===== src/sv/pqem_pkg.sv =====
// Shared types and constants for the max-first priority queue.
// Holds field widths, operation and status codes, and the cell link structs.
// No dependencies.
`default_nettype none

package pqem_pkg;

    localparam int OPERATION_BITS      = 2;
    localparam int VALUE_FIELD_BITS    = 16;
    localparam int PRIORITY_FIELD_BITS = 8;
    localparam int STATUS_BITS         = 2;
    localparam int COUNT_FIELD_BITS    = 6;

    typedef enum logic [OPERATION_BITS-1:0] {
        OP_INSERT  = 2'd0,
        OP_EXTRACT = 2'd1,
        OP_CLEAR   = 2'd2
    } op_t;

    typedef enum logic [STATUS_BITS-1:0] {
        ST_DONE  = 2'd0,
        ST_FULL  = 2'd1,
        ST_EMPTY = 2'd2
    } status_t;

    // Command broadcast to every cell in the chain for one cycle.
    typedef struct packed {
        logic insert;
        logic extract;
        logic clear;
    } cell_cmd_t;

    // Control handed from a cell to its downstream neighbor.
    typedef struct packed {
        logic valid;
        logic yield;
    } link_t;

endpackage

`default_nettype wire


===== src/sv/pqem_req_if.sv =====
// Request channel of the priority queue: valid/ready handshake plus payload.
// Depends on pqem_pkg for field widths.
`default_nettype none

interface pqem_req_if;
    logic                                      valid;
    logic                                      ready;
    logic [pqem_pkg::OPERATION_BITS-1:0]       operation;
    logic [pqem_pkg::VALUE_FIELD_BITS-1:0]     item_value;
    logic [pqem_pkg::PRIORITY_FIELD_BITS-1:0]  item_priority;

    modport source (output valid, output operation, output item_value,
                    output item_priority, input ready);
    modport sink   (input valid, input operation, input item_value,
                    input item_priority, output ready);
endinterface

`default_nettype wire


===== src/sv/pqem_rsp_if.sv =====
// Result channel of the priority queue: valid/ready handshake plus payload.
// Depends on pqem_pkg for field widths.
`default_nettype none

interface pqem_rsp_if;
    logic                                   valid;
    logic                                   ready;
    logic [pqem_pkg::VALUE_FIELD_BITS-1:0]  out_value;
    logic [pqem_pkg::STATUS_BITS-1:0]       status;
    logic [pqem_pkg::COUNT_FIELD_BITS-1:0]  entry_count;
    logic                                   is_full;

    modport source (output valid, output out_value, output status,
                    output entry_count, output is_full, input ready);
    modport sink   (input valid, input out_value, input status,
                    input entry_count, input is_full, output ready);
endinterface

`default_nettype wire


===== src/sv/priority_queue_extract_max.sv =====
// A result is registered and presented in the cycle after its request transaction.
// Throughput: one transaction per cycle while results are taken without a stall; every cell of
// the sorted chain updates in parallel each cycle (insert shifts the tail, extract pops the head).
// A new request enters in the cycle the waiting result is taken; a stalled result holds it off.
// Reset clears the cell valid bits and the entry count at once; no clearing pass.
// Depends on pqem_pkg, pqem_req_if, pqem_rsp_if and pqem_cell.
`default_nettype none

module priority_queue_extract_max #(
    parameter int CAPACITY      = 32,
    parameter int VALUE_BITS    = 16,
    parameter int PRIORITY_BITS = 8
) (
    input  wire logic   clk,
    input  wire logic   rst_n,
    pqem_req_if.sink    request,
    pqem_rsp_if.source  result
);

    localparam int CNT_W   = $clog2(CAPACITY + 1);
    localparam int CNT_WIDE = CNT_W + pqem_pkg::COUNT_FIELD_BITS;

    logic [CNT_W-1:0]                         count_reg;
    logic [CNT_W-1:0]                         count_next;
    logic                                     res_valid_reg;
    logic [pqem_pkg::VALUE_FIELD_BITS-1:0]    out_value_reg;
    logic [pqem_pkg::VALUE_FIELD_BITS-1:0]    out_value_next;
    pqem_pkg::status_t                        status_reg;
    pqem_pkg::status_t                        status_next;
    logic [pqem_pkg::COUNT_FIELD_BITS-1:0]    entry_count_reg;
    logic                                     is_full_reg;

    logic                                     accept;
    logic                                     full;
    logic                                     empty;
    pqem_pkg::cell_cmd_t                      cmd;
    logic [31:0]                              in_value_wide;
    logic [15:0]                              in_prio_wide;
    logic [VALUE_BITS-1:0]                    new_value;
    logic [PRIORITY_BITS-1:0]                 new_prio;
    logic [31:0]                              head_value_wide;
    logic [CNT_WIDE-1:0]                      count_wide;

    pqem_pkg::link_t                          link_w  [CAPACITY];
    logic [VALUE_BITS-1:0]                    value_w [CAPACITY];
    logic [PRIORITY_BITS-1:0]                 prio_w  [CAPACITY];
    logic [CAPACITY-1:0]                      valid_vec;

    assign accept        = request.valid && request.ready;
    assign request.ready = !res_valid_reg || result.ready;

    assign full  = (count_reg == CNT_W'(CAPACITY));
    assign empty = (count_reg == '0);

    assign in_value_wide   = 32'(request.item_value);
    assign in_prio_wide    = 16'(request.item_priority);
    assign new_value       = in_value_wide[VALUE_BITS-1:0];
    assign new_prio        = in_prio_wide[PRIORITY_BITS-1:0];
    assign head_value_wide = 32'(value_w[0]);

    always_comb
    begin
        cmd            = '0;
        count_next     = count_reg;
        status_next    = pqem_pkg::ST_DONE;
        out_value_next = '0;
        unique case (request.operation)
            pqem_pkg::OP_INSERT:
            begin
                if (full)
                begin
                    status_next = pqem_pkg::ST_FULL;
                end
                else
                begin
                    cmd.insert = accept;
                    count_next = count_reg + 1'b1;
                end
            end
            pqem_pkg::OP_EXTRACT:
            begin
                if (empty)
                begin
                    status_next = pqem_pkg::ST_EMPTY;
                end
                else
                begin
                    cmd.extract    = accept;
                    count_next     = count_reg - 1'b1;
                    out_value_next = head_value_wide[pqem_pkg::VALUE_FIELD_BITS-1:0];
                end
            end
            pqem_pkg::OP_CLEAR:
            begin
                cmd.clear  = accept;
                count_next = '0;
            end
            default:
            begin
                // unused code: leave the queue alone
                count_next = count_reg;
            end
        endcase
    end

    assign count_wide = CNT_WIDE'(count_next);

    for (genvar i = 0; i < CAPACITY; i++)
    begin : g_cell
        pqem_pkg::link_t          up_link;
        logic [VALUE_BITS-1:0]    up_value;
        logic [PRIORITY_BITS-1:0] up_prio;
        logic                     dn_valid;
        logic [VALUE_BITS-1:0]    dn_value;
        logic [PRIORITY_BITS-1:0] dn_prio;

        if (i == 0)
        begin : g_head
            assign up_link  = '0;
            assign up_value = '0;
            assign up_prio  = '0;
        end
        else
        begin : g_up
            assign up_link  = link_w[i-1];
            assign up_value = value_w[i-1];
            assign up_prio  = prio_w[i-1];
        end

        if (i == CAPACITY - 1)
        begin : g_tail
            assign dn_valid = 1'b0;
            assign dn_value = '0;
            assign dn_prio  = '0;
        end
        else
        begin : g_dn
            assign dn_valid = link_w[i+1].valid;
            assign dn_value = value_w[i+1];
            assign dn_prio  = prio_w[i+1];
        end

        pqem_cell #(
            .VALUE_BITS    (VALUE_BITS),
            .PRIORITY_BITS (PRIORITY_BITS)
        ) u_cell (
            .clk        (clk),
            .rst_n      (rst_n),
            .cmd        (cmd),
            .new_value  (new_value),
            .new_prio   (new_prio),
            .up_link    (up_link),
            .up_value   (up_value),
            .up_prio    (up_prio),
            .dn_valid   (dn_valid),
            .dn_value   (dn_value),
            .dn_prio    (dn_prio),
            .link       (link_w[i]),
            .cell_value (value_w[i]),
            .cell_prio  (prio_w[i])
        );

        assign valid_vec[i] = link_w[i].valid;
    end

    always_ff @(posedge clk or negedge rst_n)
    begin
        if (!rst_n)
        begin
            count_reg     <= '0;
            res_valid_reg <= 1'b0;
        end
        else
        begin
            if (accept)
            begin
                count_reg <= count_next;
            end
            if (accept)
            begin
                res_valid_reg <= 1'b1;
            end
            else if (result.ready)
            begin
                res_valid_reg <= 1'b0;
            end
        end
    end

    // hold the result until its transaction completes
    always_ff @(posedge clk)
    begin
        if (accept)
        begin
            out_value_reg   <= out_value_next;
            status_reg      <= status_next;
            entry_count_reg <= count_wide[pqem_pkg::COUNT_FIELD_BITS-1:0];
            is_full_reg     <= (count_next == CNT_W'(CAPACITY));
        end
    end

    assign result.valid       = res_valid_reg;
    assign result.out_value   = out_value_reg;
    assign result.status      = status_reg;
    assign result.entry_count = entry_count_reg;
    assign result.is_full     = is_full_reg;

    a_count_bound: assert property (@(posedge clk) disable iff (!rst_n)
        count_reg <= CNT_W'(CAPACITY))
        else $error("entry count above capacity");

    a_valid_matches_count: assert property (@(posedge clk) disable iff (!rst_n)
        $countones(valid_vec) == int'(count_reg))
        else $error("cell valid bits disagree with entry count");

    a_extract_pops: assert property (@(posedge clk) disable iff (!rst_n)
        accept && (request.operation == pqem_pkg::OP_EXTRACT) && !empty
        |=> count_reg == CNT_W'($past(count_reg) - 1'b1))
        else $error("extract did not remove one entry");

    a_full_drop: assert property (@(posedge clk) disable iff (!rst_n)
        accept && (request.operation == pqem_pkg::OP_INSERT) && full
        |=> (count_reg == $past(count_reg)) && (status_reg == pqem_pkg::ST_FULL))
        else $error("insert into full queue was not dropped");

endmodule

`default_nettype wire


===== src/sv/pqem_cell.sv =====
// One slot of the sorted cell chain: holds a value, its priority and a valid bit.
// Depends on pqem_pkg for the command and link structs.
`default_nettype none

module pqem_cell #(
    parameter int VALUE_BITS    = 16,
    parameter int PRIORITY_BITS = 8
) (
    input  wire logic                     clk,
    input  wire logic                     rst_n,
    input  wire pqem_pkg::cell_cmd_t      cmd,
    input  wire logic [VALUE_BITS-1:0]    new_value,
    input  wire logic [PRIORITY_BITS-1:0] new_prio,
    input  wire pqem_pkg::link_t          up_link,
    input  wire logic [VALUE_BITS-1:0]    up_value,
    input  wire logic [PRIORITY_BITS-1:0] up_prio,
    input  wire logic                     dn_valid,
    input  wire logic [VALUE_BITS-1:0]    dn_value,
    input  wire logic [PRIORITY_BITS-1:0] dn_prio,
    output pqem_pkg::link_t               link,
    output logic [VALUE_BITS-1:0]         cell_value,
    output logic [PRIORITY_BITS-1:0]      cell_prio
);

    logic                     valid_reg;
    logic                     valid_next;
    logic [VALUE_BITS-1:0]    value_reg;
    logic [VALUE_BITS-1:0]    value_next;
    logic [PRIORITY_BITS-1:0] prio_reg;
    logic [PRIORITY_BITS-1:0] prio_next;

    // Give way to a new entry of strictly higher priority; equal ones queue behind.
    assign link.valid = valid_reg;
    assign link.yield = !valid_reg || (prio_reg < new_prio);

    assign cell_value = value_reg;
    assign cell_prio  = prio_reg;

    always_comb
    begin
        valid_next = valid_reg;
        value_next = value_reg;
        prio_next  = prio_reg;
        priority if (cmd.clear)
        begin
            valid_next = 1'b0;
        end
        else if (cmd.extract)
        begin
            // advance toward the head
            valid_next = dn_valid;
            value_next = dn_value;
            prio_next  = dn_prio;
        end
        else if (cmd.insert && link.yield)
        begin
            if (up_link.yield)
            begin
                // shift the upstream entry down by one
                valid_next = up_link.valid;
                value_next = up_value;
                prio_next  = up_prio;
            end
            else
            begin
                // first cell that yields takes the new entry
                valid_next = 1'b1;
                value_next = new_value;
                prio_next  = new_prio;
            end
        end
    end

    always_ff @(posedge clk or negedge rst_n)
    begin
        if (!rst_n)
        begin
            valid_reg <= 1'b0;
        end
        else
        begin
            valid_reg <= valid_next;
        end
    end

    always_ff @(posedge clk)
    begin
        value_reg <= value_next;
        prio_reg  <= prio_next;
    end

endmodule

`default_nettype wire

===== src/flat_wrapper.sv =====
// flat-port wrapper written by rule: the top's interface ports become plain ports
module priority_queue_extract_max_flat 
#(
    parameter int CAPACITY      = 32,
    parameter int VALUE_BITS    = 16,
    parameter int PRIORITY_BITS = 8
)
  (clk, rst_n, request_valid, request_operation, request_item_value, request_item_priority, request_ready, result_valid, result_out_value, result_status, result_entry_count, result_is_full, result_ready);
  pqem_req_if request_i ();
  pqem_rsp_if result_i ();
  input  wire logic clk;
  input  wire logic rst_n;
  input wire logic [$bits(request_i.valid)-1:0] request_valid;
  input wire logic [$bits(request_i.operation)-1:0] request_operation;
  input wire logic [$bits(request_i.item_value)-1:0] request_item_value;
  input wire logic [$bits(request_i.item_priority)-1:0] request_item_priority;
  output wire logic [$bits(request_i.ready)-1:0] request_ready;
  output wire logic [$bits(result_i.valid)-1:0] result_valid;
  output wire logic [$bits(result_i.out_value)-1:0] result_out_value;
  output wire logic [$bits(result_i.status)-1:0] result_status;
  output wire logic [$bits(result_i.entry_count)-1:0] result_entry_count;
  output wire logic [$bits(result_i.is_full)-1:0] result_is_full;
  input wire logic [$bits(result_i.ready)-1:0] result_ready;
  assign request_i.valid = request_valid;
  assign request_i.operation = request_operation;
  assign request_i.item_value = request_item_value;
  assign request_i.item_priority = request_item_priority;
  assign request_ready = request_i.ready;
  assign result_valid = result_i.valid;
  assign result_out_value = result_i.out_value;
  assign result_status = result_i.status;
  assign result_entry_count = result_i.entry_count;
  assign result_is_full = result_i.is_full;
  assign result_i.ready = result_ready;
  priority_queue_extract_max #(.CAPACITY(CAPACITY), .VALUE_BITS(VALUE_BITS), .PRIORITY_BITS(PRIORITY_BITS)) u_core (.clk(clk), .rst_n(rst_n), .request(request_i), .result(result_i));
endmodule

===== config.mk =====
export PLATFORM = sky130hd
export DESIGN_NAME = priority_queue_extract_max_flat
export DESIGN_NICKNAME = d
export VERILOG_FILES = /design/src/sv/pqem_pkg.sv /design/src/sv/pqem_req_if.sv /design/src/sv/pqem_rsp_if.sv /design/src/sv/priority_queue_extract_max.sv /design/src/sv/pqem_cell.sv /design/src/flat_wrapper.sv
export SDC_FILE = /design/constraint.sdc
export NUM_CORES = 2
export LEC_CHECK = 0
export BUFFER_PORTS_ARGS = -buffer_cell sky130_fd_sc_hd__buf_2
export CORE_ASPECT_RATIO = 0.75
export CORE_MARGIN = 3
export CORE_UTILIZATION = 40
export CTS_CLUSTER_DIAMETER = 150
export DETAILED_ROUTE_END_ITERATION = 8
export SLEW_MARGIN = 15
export SYNTH_ARGS = -nofsm -noshare
export SYNTH_HDL_FRONTEND = slang
export SYNTH_SLANG_ARGS = --single-unit
export TNS_END_PERCENT = 30

===== constraint.sdc =====
create_clock -name clk -period 5.6 [get_ports clk]
set_clock_uncertainty 0.15 [all_clocks]
set_input_delay 1.12 -clock clk [delete_from_list [all_inputs] [get_ports clk]]
set_output_delay 1.12 -clock clk [all_outputs]
set_load 0.005 [all_outputs]

==> flow_summary.ini <==
[status]
status = finished clean

[timing]
finalSetupTns_ns = 0
fmax_mhz = 238
min_period_ns = 4.19
tightest_slew_ns = 1.05
setup_viol = 0
rsz0062_at_grt = false
min_period_over_period_pct = 74.9
slew_headroom_pct = 30.1
hold_violations = 0
slew_viol_final = 0

[floorplanning]
core_um2 = 116000
dieHeight_um = 303
initial_core_util_pct = 40.4
io_pins = 57
rows = 108
dieWidth_um = 402
die_area_um2 = 122000

[detailed_routing]
wl_um = 143000
wl_per_cell_um = 24.5
via_count = 35200
drc = 0
first_pass_iters = 5
drt.antenna.violating_nets = 0
vias_per_cell = 6.03
first_iter_violations = 4334

[power]
pwr-share-seq_pct = 47.8
p_int_mw = 12.4
power_density_nw_per_um2 = 345
power_mw = 17.9
ir_drop_mv = 0.249
pwr-share-comb_pct = 20.2
power.switching_mw = 5.48
switching_share_pct = 30.7
clkPwrFrac_pct = 32.0
p_leak_nw = 18.0

[clock_network]
htree_levels = 3
cts-root-buf = clkbuf_16
cts_tree = yes
worstSkewPairLatency_ns = 0.69
hold_buffers = 0
cts_setup_buffers = 0
cts_buffers = 84
clkTransAtPathRegs_ns = 0.06
post_cts_resized = 0
clockBufferDepth = 3
clock-sinks = 832

[global_routing]
antenna_found_initial = 7
grtUsageTotal_pct = 23.0
grt_max_degree = 153
grt_pass1_vias = 34100
grt_pass1_wl_um = 215000
gr-total-overflow = 0

[cells_and_area]
layout-drive-gt1-share_pct = 8.95
fin_util_pct = 44.6
largest_register_ffs = 512
stdcell_area_um2 = 51700
nNetsFinal = 4485
area_growth_pct = 10.2
final.fill_count = 10900
num_antenna_cells = 0

[worst_setup_path]
arrival_ns = 4.44
cp_max_fo = 146
cp_cell_sequence = inv_1 > ha_1 > nor4b_4 > nand2_1 > nand3_4 > buf_12 > buf_4 > a21oi_1
crit_type = flip-flop to flip-flop
worstSetupEndpointType = flip-flop
critical_path_required_ns = 5.85
critPathSlowestCell = buf_4
crit_family = buffers and inverters
start_kind = flip-flop
cpPeakStageDelay_ns = 0.72
crit_buf_inv = 3

[synth]
synth_top_area_share_pct = 50.7
syn-instance-count = 4306
synth.net_count = 4563
ys_ff_latch = 832
yosysWarningCount = 0
synthFlopType = edfxtp_1
yosys.area.top_type = edfxtp_1
synth.distinct_cells = 61
yosys-top-cells-area = edfxtp_1 51%, mux2i_1 14%, a21oi_1 7.2%
syn_area_per_cell_um2 = 10.9
ys_seq_area_share_pct = 52.8
ys_async_sr_fraction_pct = 4.69
syn_area_um2 = 46900
synth_edf_count = 793

[place]
gp_congestion = 0.893
placed_area_um2 = 49000
dpl.hpwl_um = 98800
port_buffers = 56

[job]
max_cap_viol_count = 0

[worst_hold_path]
min_path_type = flip-flop to flip-flop
-- logic make-up (layout without fill, tap and decap cells) --
| group | after synthesis | in the layout | share of synthesized area [%] |
|---|---|---|---|
| AOI/OAI and AO/OA | 1123 | 1123 | 14.0 |
| xor gates and xnor gates | 1 | 1 | 0.0187 |
| adders and majority gates | 227 | 227 | 6.05 |
| buffers and inverters | 401 | 386 | 3.86 |
| DFF | 832 | 832 | 52.8 |
| muxes | 654 | 654 | 14.0 |
| and+or+nand+nor | 1068 | 1068 | 9.32 |
-- cell usage after synthesis, drive strengths merged (5+ instances only) --
cell,number
a21o,36
and2,21
nand2,218
a2bb2oi,12
o211ai,119
a21oi,678
mux2i,652
nand3,97
nor2b,15
ha,227
nor2,671
edfxtp,793
o311ai,14
buf,241
clkbuf,129
o221ai,11
o22ai,14
a31oi,44
inv,31
o31ai,13
a211oi,16
a211o,14
a32o,5
nand2b,28
o21ai,118
dfrtp,39
a2111o,5
-- through the flow --
stage / setup WS [ns] / hold slack (ns) / instances
3_5_place_dp: 1.25 / 0.388 / 5682
2_1_floorplan: 0.0690 / 0.351 / 4306
4_1_cts: 1.53 / 0.387 / 5831
6_report: 1.41 / 0.388 / 5831
5_1_grt: 1.15 / 0.410 / 5831
3_3_place_gp: 1.26 / 0.387 / 5682
-- placed cells by master, fill, tap and decap left out, types with 5 or more instances in the layout --
cell,synthesis,final
o21ai_1,11,12
nand2_1,218,217
buf_12,0,12
bufinv_16,0,7
inv_2,1,8
buf_4,3,138
inv_1,30,23
o211ai_1,119,119
clkbuf_16,0,85
a2111o_1,5,5
clkinv_2,0,12
a2bb2oi_1,12,12
a21oi_1,677,676
and2_1,21,21
buf_2,187,56
nor2b_1,15,15
ha_1,227,227
a32o_1,5,5
clkinv_1,0,15
nand2b_1,28,28
clkbuf_1,129,21
a211oi_1,16,16
edfxtp_1,793,793
nor2_1,671,671
o22ai_1,14,14
o21ai_2,0,24
o311ai_1,12,12
a21o_1,36,36
nand3_1,97,96
a31oi_1,43,42
a211o_1,14,14
mux2i_1,652,652
o31ai_4,0,12
o221ai_1,11,11
o21ai_0,107,80
dfrtp_1,39,39
-- final timing paths --
kind                                                       startpoint                                     end  slack [ns]  cells past startpoint
worst max-delay path                              u_core.count_reg[0]  u_core.g_cell[27].u_cell.cell_value[7]        1.41                      8
worst min-delay path            u_core.g_cell[0].u_cell.cell_value[1]              u_core.result.out_value[1]        0.39                      1
worst max register to register                    u_core.count_reg[0]  u_core.g_cell[27].u_cell.cell_value[7]        1.41                      8
worst min register to register  u_core.g_cell[0].u_cell.cell_value[1]              u_core.result.out_value[1]        0.39                      1
max in group asynchronous                                       rst_n      u_core.g_cell[13].u_cell.valid_reg        4.43                      2
min in group asynchronous                                       rst_n      u_core.g_cell[30].u_cell.valid_reg        0.41                      2
-- power groups by stage --
stage | combinational, mW | clock [mW] | sequential, mW
global route | 3.99 | 6.03 | 8.58
finish | 3.60 | 5.72 | 8.53
CTS | 3.57 | 5.80 | 8.50
detailed placement | 3.56 | 0 | 8.62
floorplan | 2.58 | 0 | 8.37
global placement | 3.47 | 0 | 8.63
-- final cells by class --
| cell class | count | area [µm²] | share of cell area (%) |
|---|---|---|---|
| clock buffers | 106 | 2210 | 4.27 |
| flip-flops and latches | 832 | 24800 | 47.9 |
| repair buffers | 206 | 1560 | 3.01 |
| multi-input cells | 3073 | 20700 | 40.0 |
| clock inverters | 43 | 453 | 0.876 |
| inverters | 31 | 116 | 0.225 |
| well taps | 1540 | 1930 | 3.73 |
-- per-layer routing --
layer  wire length [µm]  global-route usage (%)
met1              67300                    35.8
met2              58000                    31.9
met3              15700                    6.19
met4               2120                    4.36
met5                  0                       0
Note: power is estimated with default switching activity, not from simulation.
